$ cat src/rtl/lcc_pkg.sv
// Package for the chunk cache lookup unit: sizes, field widths, opcode and status codes.
// No dependencies.
package lcc_pkg;

  localparam int CHUNK_BYTES = 4096;
  localparam int NUM_ENTRIES = 16;
  localparam int ADDR_BITS   = 32;

  localparam int CHUNK_SHIFT = $clog2(CHUNK_BYTES);
  localparam int TAG_BITS    = ADDR_BITS - CHUNK_SHIFT;
  localparam int SLOT_BITS   = $clog2(NUM_ENTRIES);
  localparam int FILL_BITS   = $clog2(NUM_ENTRIES + 1);
  localparam int ROOM_BITS   = CHUNK_SHIFT + 1;

  localparam int OFFSET_W    = 32;
  localparam int STATUS_W    = 2;
  localparam int SLOT_W      = 4;
  localparam int COFF_W      = 12;
  localparam int OLEN_W      = 13;

  localparam logic OP_READ  = 1'b0;
  localparam logic OP_CLEAR = 1'b1;

  localparam logic [STATUS_W-1:0] STATUS_SERVED   = 2'd0;
  localparam logic [STATUS_W-1:0] STATUS_REJECTED = 2'd1;
  localparam logic [STATUS_W-1:0] STATUS_CLEARED  = 2'd2;

  typedef logic [TAG_BITS-1:0]  tag_t;
  typedef logic [SLOT_BITS-1:0] rank_t;
  typedef logic [SLOT_BITS-1:0] slot_idx_t;

endpackage

$ cat src/rtl/lru_chunk_cache_lookup_unit.sv
// Tag store and LRU control for a fully associative cache of aligned file chunks.
// Depends on lcc_pkg.
//
// Channel   Ports                                            Handshake
// request   opcode offset length                             start && !busy
// result    status hit slot fetch_base evicted evicted_base  done, one cycle, no stall
//           chunk_offset out_length
// config    cfg_data (file size)                             cfg_we
//
// One request per cycle while busy is low; a result is on the ports once its request has
// passed the input register, then tag compare and rank update into the result register.
// Reset clears valid bits, ranks and fill count at once; busy is high for the
// cycle after reset. The receiver cannot stall, so nothing holds results back.
module lru_chunk_cache_lookup_unit (
  input  logic        clk,
  input  logic        rst,
  input  logic        start,
  output logic        busy,
  input  logic        opcode,
  input  logic [31:0] offset,
  input  logic [31:0] length,
  input  logic        cfg_we,
  input  logic [31:0] cfg_data,
  output logic        done,
  output logic [1:0]  status,
  output logic        hit,
  output logic [3:0]  slot,
  output logic [31:0] fetch_base,
  output logic        evicted,
  output logic [31:0] evicted_base,
  output logic [11:0] chunk_offset,
  output logic [12:0] out_length
);

  localparam lcc_pkg::rank_t RANK_MAX = lcc_pkg::SLOT_BITS'(lcc_pkg::NUM_ENTRIES - 1);

  logic [31:0] file_size;

  logic        req_valid;
  logic        req_opcode;
  logic [31:0] req_offset;
  logic [31:0] req_length;

  lcc_pkg::tag_t  entry_tag  [lcc_pkg::NUM_ENTRIES];
  lcc_pkg::rank_t entry_rank [lcc_pkg::NUM_ENTRIES];
  lcc_pkg::rank_t rank_next  [lcc_pkg::NUM_ENTRIES];
  logic [lcc_pkg::NUM_ENTRIES-1:0] entry_valid, valid_next;
  logic [lcc_pkg::FILL_BITS-1:0]   fill_count, fill_next;

  logic [lcc_pkg::NUM_ENTRIES-1:0] match, is_worst;
  lcc_pkg::tag_t      req_tag;
  logic               reject, is_hit, has_free, tag_we;
  lcc_pkg::slot_idx_t hit_idx, free_idx, worst_idx, victim, slot_sel;
  lcc_pkg::rank_t     hit_rank;
  logic [31:0]        avail, len_a;
  logic [lcc_pkg::CHUNK_SHIFT-1:0] coff;
  logic [lcc_pkg::ROOM_BITS-1:0]   room;
  logic [lcc_pkg::ADDR_BITS-1:0]   base, ev_base;

  logic        done_next, hit_next, evicted_next;
  logic [1:0]  status_next;
  logic [3:0]  slot_next;
  logic [31:0] fetch_base_next, evicted_base_next;
  logic [11:0] coff_next;
  logic [12:0] olen_next;

  assign req_tag = lcc_pkg::TAG_BITS'(req_offset >> lcc_pkg::CHUNK_SHIFT);
  assign base    = {req_tag, {lcc_pkg::CHUNK_SHIFT{1'b0}}};
  assign coff    = req_offset[lcc_pkg::CHUNK_SHIFT-1:0];
  assign room    = lcc_pkg::ROOM_BITS'(lcc_pkg::CHUNK_BYTES) - {1'b0, coff};
  assign avail   = file_size - req_offset;
  assign len_a   = (req_length < avail) ? req_length : avail;
  assign reject  = (req_length == 32'd0) || (req_offset >= file_size);
  assign has_free = fill_count < lcc_pkg::FILL_BITS'(lcc_pkg::NUM_ENTRIES);

  always_comb begin
    for (int i = 0; i < lcc_pkg::NUM_ENTRIES; i++) begin
      match[i]    = entry_valid[i] && (entry_tag[i] == req_tag);
      is_worst[i] = 1'b1;
      for (int j = 0; j < lcc_pkg::NUM_ENTRIES; j++) begin
        if (j < i && entry_rank[j] > entry_rank[i]) begin
          is_worst[i] = 1'b0;
        end
        if (j > i && entry_rank[j] >= entry_rank[i]) begin
          is_worst[i] = 1'b0;
        end
      end
    end
  end

  always_comb begin
    hit_idx   = '0;
    free_idx  = '0;
    worst_idx = '0;
    for (int i = lcc_pkg::NUM_ENTRIES - 1; i >= 0; i--) begin
      if (match[i]) begin
        hit_idx = lcc_pkg::SLOT_BITS'(i);
      end
      if (!entry_valid[i]) begin
        free_idx = lcc_pkg::SLOT_BITS'(i);
      end
      if (is_worst[i]) begin
        worst_idx = lcc_pkg::SLOT_BITS'(i);
      end
    end
  end

  assign is_hit   = |match;
  assign hit_rank = entry_rank[hit_idx];
  assign victim   = has_free ? free_idx : worst_idx;
  assign slot_sel = is_hit ? hit_idx : victim;
  assign ev_base  = {entry_tag[victim], {lcc_pkg::CHUNK_SHIFT{1'b0}}};

  always_comb begin
    valid_next        = entry_valid;
    rank_next         = entry_rank;
    fill_next         = fill_count;
    tag_we            = 1'b0;
    done_next         = req_valid;
    status_next       = lcc_pkg::STATUS_SERVED;
    hit_next          = 1'b0;
    slot_next         = '0;
    fetch_base_next   = '0;
    evicted_next      = 1'b0;
    evicted_base_next = '0;
    coff_next         = '0;
    olen_next         = '0;
    if (req_valid) begin
      if (req_opcode == lcc_pkg::OP_CLEAR) begin
        status_next = lcc_pkg::STATUS_CLEARED;
        valid_next  = '0;
        fill_next   = '0;
        for (int i = 0; i < lcc_pkg::NUM_ENTRIES; i++) begin
          rank_next[i] = '0;
        end
      end else if (reject) begin
        status_next = lcc_pkg::STATUS_REJECTED;
      end else begin
        hit_next        = is_hit;
        slot_next       = lcc_pkg::SLOT_W'(slot_sel);
        fetch_base_next = 32'(base);
        coff_next       = lcc_pkg::COFF_W'(coff);
        olen_next       = (len_a > 32'(room)) ? lcc_pkg::OLEN_W'(room)
                                              : lcc_pkg::OLEN_W'(len_a);
        if (is_hit) begin
          for (int i = 0; i < lcc_pkg::NUM_ENTRIES; i++) begin
            if (entry_valid[i] && entry_rank[i] < hit_rank) begin
              rank_next[i] = entry_rank[i] + 1'b1;
            end
          end
          rank_next[hit_idx] = '0;
        end else begin
          evicted_next      = !has_free;
          evicted_base_next = has_free ? 32'd0 : 32'(ev_base);
          for (int i = 0; i < lcc_pkg::NUM_ENTRIES; i++) begin
            if (entry_valid[i] && entry_rank[i] < RANK_MAX) begin
              rank_next[i] = entry_rank[i] + 1'b1;
            end
          end
          rank_next[victim]  = '0;
          valid_next[victim] = 1'b1;
          tag_we             = 1'b1;
          if (has_free) begin
            fill_next = fill_count + 1'b1;
          end
        end
      end
    end
  end

  always_ff @(posedge clk) begin
    if (rst) begin
      busy        <= 1'b1;
      file_size   <= '0;
      req_valid   <= 1'b0;
      entry_valid <= '0;
      fill_count  <= '0;
      done        <= 1'b0;
      for (int i = 0; i < lcc_pkg::NUM_ENTRIES; i++) begin
        entry_rank[i] <= '0;
      end
    end else begin
      busy        <= 1'b0;
      if (cfg_we) begin
        file_size <= cfg_data;
      end
      req_valid   <= start && !busy;
      entry_valid <= valid_next;
      fill_count  <= fill_next;
      done        <= done_next;
      for (int i = 0; i < lcc_pkg::NUM_ENTRIES; i++) begin
        entry_rank[i] <= rank_next[i];
      end
    end
  end

  always_ff @(posedge clk) begin
    req_opcode   <= opcode;
    req_offset   <= offset;
    req_length   <= length;
    if (tag_we) begin
      entry_tag[victim] <= req_tag;
    end
    status       <= status_next;
    hit          <= hit_next;
    slot         <= slot_next;
    fetch_base   <= fetch_base_next;
    evicted      <= evicted_next;
    evicted_base <= evicted_base_next;
    chunk_offset <= coff_next;
    out_length   <= olen_next;
  end

endmodule

$ cat config.mk
export PLATFORM = sky130hd
export DESIGN_NAME = lru_chunk_cache_lookup_unit
export DESIGN_NICKNAME = d
export VERILOG_FILES = /design/src/rtl/lcc_pkg.sv /design/src/rtl/lru_chunk_cache_lookup_unit.sv
export SDC_FILE = /design/constraint.sdc
export NUM_CORES = 2
export LEC_CHECK = 0
export BUFFER_PORTS_ARGS = -buffer_cell sky130_fd_sc_hd__buf_2
export CORE_AREA = 3 3 291 293
export DETAILED_ROUTE_END_ITERATION = 16
export DIE_AREA = 0 0 294 296
export GPL_ROUTABILITY_DRIVEN = 0
export MAX_ROUTING_LAYER = met4
export PLACE_DENSITY_LB_ADDON = 0.2
export SYNTH_ARGS = -nofsm -noshare
export SYNTH_HDL_FRONTEND = slang
export SYNTH_SLANG_ARGS = --single-unit
export TNS_END_PERCENT = 20
$ cat constraint.sdc
create_clock -name clk -period 8.56 [get_ports clk]
set_input_delay 1.712 -clock clk [delete_from_list [all_inputs] [get_ports clk]]
set_output_delay 1.712 -clock clk [all_outputs]
set_load 0.005 [all_outputs]
# == After elaboration in Yosys (flattened, before gate mapping) ==
# Memory sizes are Yosys's and may differ from the RTL's. A register that Yosys moved wholly into a read port is not among the register bits.
# Index checks and enable logic that the tools add are counted.
# word_totals
elab_cells,908
inputBits,101
mem_bits_ro,0
ram_bits,320
latch_bits,0
output_inout_bits,99
register_bits,262
n_memories,1
# memory_table
name,depth,word_bits,rd,rd_ports_with_merged_regs,wr,line_no,rtl
entry_tag,16,20,17,1,1,lru_chunk_cache_lookup_unit.sv:44,lcc_pkg::tag_t entry_tag [lcc_pkg::NUM_ENTRIES];
# op_classes
n_addsub,19
n_reduce_logical,65
n_div,0
n_lt_le_gt_ge,282
n_eq_ne,18
n_mux,480
shift,0
n_bitwise,8
n_mul,0
# op_table
operator,n
$mux 4,214
$ge 4x4->1,120
$gt 4x4->1,120
$eq 20x20->1,16
$mux 1,249
$mux 64,3
$and 64x64->64,2
$not 64->64,2
$add 4x1->4 const B,16
$lt 4x4->1,16
$lt 4x4->1 const B,16
$logic_and 1x1->1,52
$mux 16,3
$demux 4 s4,2
$ge 32x32->1,1
$gt 32x13->1,1
$logic_not 32->1,1
$lt 32x32->1,1
$mux 32,1
$sub 32x32->32,1
$mux 5,4
$reduce_or 20->1,1
$reduce_or 19->1,1
$bmux 4 s4,1
23 further kinds,28

# == Longest topological paths before layout ==
# logic_depth
word_depth,43
ltp_mapped,40
mapped_depth_nobuf,38

# == Worst setup path before layout ==
# No wires, ideal clock.
# synth_timing
kind,register -> register
startpoint,register req_offset[13]
endpoint,register out_length[10]
t_arrival_ps,7698
period_less_slack_ps,7756
slack_ps,804
required_time_ps,8502
stages_incl_launch_ff,40
path_buffers,4
setup_time_ps,58
cell_sequence,dfxtp_1 > buf_6 > buf_2 > inv_1 > ha_1 > inv_1 > nor3_1 > and2_1 > a211oi_1 > o21bai_1 > a21o_1 > a21oi_1 > xor2_1 > ha_1 > a21o_1 > a21o_1 > a21o_1 > a21o_1 > [4 not listed] > a31oi_1 > clkbuf_1 > o21ai_0 > ha_1 > nor2b_1 > o21a_1 > o21a_1 > o21a_1 > o21a_1 > o21a_1 > o21a_1 > o21ai_0 > a21oi_1 > a2111oi_0 > a21oi_1 > clkbuf_1 > nor3b_1 > a21o_1
# synth_via
elab_chain_cells,5
word_cells_on_any_way,8
cone_classes,1 x add/sub; 3 x order compare; 2 x mux; 2 x reduce/logical
# synth_rtl
item,line_no,rtl
"start, declared",lru_chunk_cache_lookup_unit.sv:41,logic [31:0] req_offset;
"start signal, assigned",lru_chunk_cache_lookup_unit.sv:199,req_offset <= offset;
$sub 32x32->32,lru_chunk_cache_lookup_unit.sv:71,assign avail = file_size - req_offset;
$lt 32x32->1,lru_chunk_cache_lookup_unit.sv:72,assign len_a = (req_length < avail) ? req_length : avail;
$mux 32,lru_chunk_cache_lookup_unit.sv:72,
$gt 32x13->1,lru_chunk_cache_lookup_unit.sv:143,olen_next = (len_a > 32'(room)) ? lcc_pkg::OLEN_W'(room)
$mux 13,lru_chunk_cache_lookup_unit.sv:143,
"end signal, assigned",lru_chunk_cache_lookup_unit.sv:211,out_length <= olen_next;
"end, declared",lru_chunk_cache_lookup_unit.sv:32,output logic [12:0] out_length
# Parallel ways exist; a longest one is shown, timed or not.
# A chain may end at the register's enable or synchronous reset.

# == Worst setup path after layout ==
# layout_timing
startpoint,register req_offset[1]
endpoint,register out_length[4]
# The elaborated chain is that of the path after synthesis.

==> impl_metrics.xml <==
<?xml version="1.0" encoding="UTF-8"?>
<metrics>
  <group name="run_status">
    <metric name="outcome" unit="">completed</metric>
  </group>
  <group name="global_route">
    <metric name="global_route.overflow_total" unit="">0</metric>
    <metric name="grt_usage" unit="">0.390</metric>
    <metric name="via_count_of_the_first_global_routing_pass" unit="">38400</metric>
    <metric name="antenna_found_initial" unit="">12</metric>
    <metric name="wire_length_of_the_first_global_routing_pass" unit="um">247000</metric>
    <metric name="grt_start_max_net_pins" unit="">79</metric>
  </group>
  <group name="synth">
    <metric name="synth-compound-area-share" unit="">0.173</metric>
    <metric name="synth_commonest_cells" unit="">sky130_fd_sc_hd__ha_1 (622), sky130_fd_sc_hd__a21oi_1 (377), sky130_fd_sc_hd__nand2_1 (363), sky130_fd_sc_hd__edfxtp_1 (320), sky130_fd_sc_hd__xnor2_1 (284)</metric>
    <metric name="yosysTopAreaCellShare" unit="">0.213</metric>
    <metric name="synth.distinct_cells" unit="">111</metric>
    <metric name="yosysTopAreaCell" unit="">sky130_fd_sc_hd__edfxtp_1</metric>
    <metric name="synth-simple-area-share" unit="">0.172</metric>
    <metric name="synthCells" unit="">4752</metric>
    <metric name="synth_seq_cells" unit="">578</metric>
    <metric name="postSynthAreaPerCell" unit="sq um">9.48</metric>
    <metric name="synth_enable_flop_cells" unit="">320</metric>
    <metric name="syn-cell-area" unit="sq um">45100</metric>
    <metric name="yosysMostFrequentCell" unit="">sky130_fd_sc_hd__ha_1</metric>
    <metric name="synth.area.mux_share" unit="">0.0431</metric>
    <metric name="synth_top_cells_by_area" unit="">sky130_fd_sc_hd__edfxtp_1 (21%), sky130_fd_sc_hd__ha_1 (17%), sky130_fd_sc_hd__dfxtp_1 (11%), sky130_fd_sc_hd__xnor2_1 (5.5%), sky130_fd_sc_hd__a21oi_1 (4.2%)</metric>
    <metric name="synth_adder_area_share" unit="">0.173</metric>
    <metric name="postSynth.asyncResetShare" unit="">0</metric>
    <metric name="synth.yosys.seq_area_share" unit="">0.328</metric>
    <metric name="main_combinational_cell_family_by_area_after_synthesis" unit="">adder cells</metric>
    <metric name="yosys_warnings" unit="">0</metric>
    <metric name="synth-xor-area-share" unit="">0.0734</metric>
    <metric name="ys.flop_type" unit="">sky130_fd_sc_hd__edfxtp_1</metric>
  </group>
  <group name="power">
    <metric name="vdd_ir_drop_max" unit="uV">199</metric>
    <metric name="power.share.switching" unit="">0.254</metric>
    <metric name="static-leakage-power" unit="nW">19.1</metric>
    <metric name="power.share.clock" unit="">0.443</metric>
    <metric name="total_power_per_unit_cell_area" unit="nW/um^2">132</metric>
    <metric name="internal-power" unit="mW">4.88</metric>
    <metric name="power_dissipated_by_switching_net_loads" unit="mW">1.67</metric>
    <metric name="pwr-share-seq" unit="">0.458</metric>
    <metric name="combinationalPowerShare" unit="">0.099</metric>
    <metric name="power" unit="mW">6.54</metric>
  </group>
  <group name="critical_path">
    <metric name="worstSetupPathType" unit="">reg2reg</metric>
    <metric name="r2r-start" unit="">req_offset[1]</metric>
    <metric name="timing.critical_path.from_type" unit="">flip-flop</metric>
    <metric name="critical_path_peak_fanout" unit="">26</metric>
    <metric name="worst_path_most_repeated_cell" unit="">sky130_fd_sc_hd__a21o_1</metric>
    <metric name="critPathArrivalTime" unit="ps">8510</metric>
    <metric name="worst_setup_path_end_kind" unit="">flip-flop</metric>
    <metric name="startpoint_of_the_most_critical_setup_path" unit="">req_offset[1]</metric>
    <metric name="path_buf_inv" unit="">3</metric>
    <metric name="worst_path_max_delay_cell" unit="">sky130_fd_sc_hd__a2111oi_2</metric>
    <metric name="worst_path_dominant_cell_family" unit="">compound AO/OA/AOI/OAI gates</metric>
    <metric name="cp.required" unit="ps">9150</metric>
    <metric name="critical-path-max-stage-delay" unit="ps">430</metric>
  </group>
  <group name="die">
    <metric name="die_area" unit="sq um">87000</metric>
    <metric name="die_y" unit="um">296</metric>
    <metric name="die_x" unit="um">294</metric>
    <metric name="io-pin-count" unit="">200</metric>
    <metric name="num_rows" unit="">105</metric>
    <metric name="placeableCoreArea" unit="sq um">82100</metric>
    <metric name="start_util" unit="">0.549</metric>
  </group>
  <group name="layout">
    <metric name="multiInputGateArea" unit="sq um">28800</metric>
    <metric name="nFillCells" unit="">6993</metric>
    <metric name="final-seq-area" unit="sq um">14800</metric>
    <metric name="share_of_post_route_cells_with_drive_strength_above_1" unit="">0.115</metric>
    <metric name="finalInstanceArea" unit="sq um">49700</metric>
    <metric name="fin_nets" unit="">5648</metric>
    <metric name="area_growth_syn_to_layout" unit="%">10.2</metric>
  </group>
  <group name="cts">
    <metric name="clock_tree_from_tritoncts" unit="">yes</metric>
    <metric name="clock_insertion_delay_worst_skew" unit="ps">680</metric>
    <metric name="root_buffer" unit="">sky130_fd_sc_hd__clkbuf_16</metric>
    <metric name="clock_path_buffers" unit="">3</metric>
    <metric name="clock_tree.htree_level_count" unit="">2</metric>
    <metric name="numClockSinks" unit="">578</metric>
    <metric name="quantity_of_hold_fixing_buffers_added_after_cts" unit="">0</metric>
    <metric name="path_clk_slew" unit="ps">70</metric>
    <metric name="cts_made_buffers" unit="">59</metric>
  </group>
  <group name="sta">
    <metric name="drv_slew" unit="">0</metric>
    <metric name="grt_setup_unrepaired" unit="">no</metric>
    <metric name="final_min_period_over_clock_period" unit="">0.926</metric>
    <metric name="timing.final.setup_violations" unit="">0</metric>
    <metric name="worst_hold_slack" unit="ps">410</metric>
    <metric name="finalHoldViolations" unit="">0</metric>
    <metric name="period_needed" unit="ps">7930</metric>
    <metric name="maxClockFrequency" unit="MHz">126</metric>
    <metric name="setup_skew_after_layout" unit="ps">51.3</metric>
    <metric name="worst_pin_slew" unit="ps">1300</metric>
    <metric name="worst_slew_margin_rel" unit="">0.134</metric>
  </group>
  <group name="placement">
    <metric name="dpl-instance-area" unit="sq um">47400</metric>
    <metric name="dp_hpwl" unit="um">124000</metric>
    <metric name="placement.io_buffers" unit="">175</metric>
  </group>
  <group name="hold_path">
    <metric name="min_from" unit="">busy</metric>
    <metric name="holdCritPathClass" unit="">reg2reg</metric>
  </group>
  <group name="drt">
    <metric name="drt-total-wl" unit="um">170000</metric>
    <metric name="drt_first_pass_iters" unit="">7</metric>
    <metric name="vias" unit="">41600</metric>
    <metric name="drt_first_iter_violations" unit="">5079</metric>
    <metric name="drt_drc_violations_left" unit="">0</metric>
    <metric name="ant_nets" unit="">0</metric>
    <metric name="via_per_inst" unit="">6.86</metric>
    <metric name="drt-wirelength-per-cell" unit="um">28.0</metric>
  </group>
  <group name="run">
    <metric name="maxCapViolations" unit="">0</metric>
  </group>
</metrics>
[power groups by stage]
stage          Clock, mW  Combinational (mW)  Sequential, mW
2_1_floorplan          0               0.438            3.04
3_3_place_gp           0               0.604            3.05
3_5_place_dp           0               0.612            3.05
4_1_cts             2.90               0.618            2.99
5_1_grt             3.02               0.705            3.00
6_report            2.90               0.649            2.99
[path summary, 6_finish.rpt]
kind | endpoint | cells past startpoint | slack (ps)
worst max register to register | out_length[4] | 38 | 630
worst max-delay path | out_length[4] | 38 | 630
worst min-delay path | done_next | 1 | 410
worst min register to register | done_next | 1 | 410
[per-layer routing]
layer	global-route usage	up-vias	wire (um)
li1	-	18400	-
met1	0.484	19600	63800
met2	0.573	2765	72200
met3	0.0929	792	20400
met4	0.247	0	13300
met5	-	-	0
[metrics by stage]
step	cells	setup WS (ps)	utilization	TNS, ps
floorplan	4775	804	-	0
global placement	5929	143	0.577	0
detailed placement	5929	-38.8	0.577	-230
CTS	6040	90.4	0.604	0
global route	6059	59.4	0.605	0
finish	6059	634	0.605	0
[worst register-to-register path, delay by kind of cell, from the launching register on]
| family | cells | cell delay (ps) |
|---|---|---|
| DFF | 1 | 360 |
| and+or+nand+nor | 4 | 620 |
| xor gates and xnor gates | 1 | 280 |
| AOI/OAI and AO/OA | 27 | 5270 |
| buffers and inverters | 3 | 440 |
| adders and majority gates | 3 | 890 |
[cell usage in the layout (no fill, tap or decap), types with 18 or more instances in the layout]
| cell type | instances |
|---|---|
| sky130_fd_sc_hd__nand2b_1 | 39 |
| sky130_fd_sc_hd__inv_1 | 190 |
| sky130_fd_sc_hd__nand2_1 | 362 |
| sky130_fd_sc_hd__o21a_1 | 106 |
| sky130_fd_sc_hd__nor3_1 | 48 |
| sky130_fd_sc_hd__ha_1 | 622 |
| sky130_fd_sc_hd__dfxtp_2 | 20 |
| sky130_fd_sc_hd__nor4_1 | 83 |
| sky130_fd_sc_hd__edfxtp_1 | 320 |
| sky130_fd_sc_hd__mux4_2 | 52 |
| sky130_fd_sc_hd__a221oi_1 | 18 |
| sky130_fd_sc_hd__nand3_1 | 124 |
| sky130_fd_sc_hd__and2_1 | 29 |
| sky130_fd_sc_hd__and3_1 | 31 |
| sky130_fd_sc_hd__a21oi_1 | 375 |
| sky130_fd_sc_hd__clkbuf_16 | 65 |
| sky130_fd_sc_hd__nor2b_1 | 98 |
| sky130_fd_sc_hd__nand4b_1 | 19 |
| sky130_fd_sc_hd__nor2_1 | 231 |
| sky130_fd_sc_hd__o21ai_0 | 249 |
| sky130_fd_sc_hd__xor2_1 | 88 |
| sky130_fd_sc_hd__conb_1 | 24 |
| sky130_fd_sc_hd__and4_1 | 33 |
| sky130_fd_sc_hd__mux2i_1 | 67 |
| sky130_fd_sc_hd__a31oi_1 | 43 |
| sky130_fd_sc_hd__nor3b_1 | 22 |
| sky130_fd_sc_hd__a21o_1 | 52 |
| sky130_fd_sc_hd__a32oi_1 | 37 |
| sky130_fd_sc_hd__a211oi_1 | 55 |
| sky130_fd_sc_hd__nand4_1 | 203 |
| sky130_fd_sc_hd__buf_4 | 112 |
| sky130_fd_sc_hd__dfxtp_1 | 238 |
| sky130_fd_sc_hd__o211ai_1 | 47 |
| sky130_fd_sc_hd__buf_2 | 174 |
| sky130_fd_sc_hd__xnor2_1 | 284 |
| sky130_fd_sc_hd__or4_1 | 22 |
[state kept, by name, indices dropped and copies added (netlist names)]
register,flops
status,2
busy,1
out_length,13
entry_tag,320
fill_count,5
done_next,1
evicted_base,20
slot,4
chunk_offset,12
req_length,32
hit,1
evicted,1
file_size,32
entry_valid,16
entry_rank,64
req_opcode,1
fetch_base,20
done,1
req_offset,32
[cells by family after synthesis]
kind of cell	after synthesis
AOI/OAI and AO/OA	1200
muxes	128
xor gates and xnor gates	375
and+or+nand+nor	1457
adders and majority gates	623
buffers and inverters	390
DFF	578
other	1
[what timing repair did]
item,in CTS,in global routing
pin swaps,0,2
buffers inserted,0,4
setup endpoints to repair,13,13
resized for setup,1,4
[layout make-up]
| type | count | area share |
|---|---|---|
| Clock inverter | 34 | 0.00882 |
| Inverter | 190 | 0.0144 |
| Sequential cell | 578 | 0.298 |
| Clock buffer | 77 | 0.0353 |
| Timing Repair Buffer | 288 | 0.0353 |
| Tap cell | 1070 | 0.0270 |
| Antenna cell | 15 | 0.000756 |
| Multi-Input combinational cell | 3807 | 0.581 |
(Power assumes the default switching activity.)
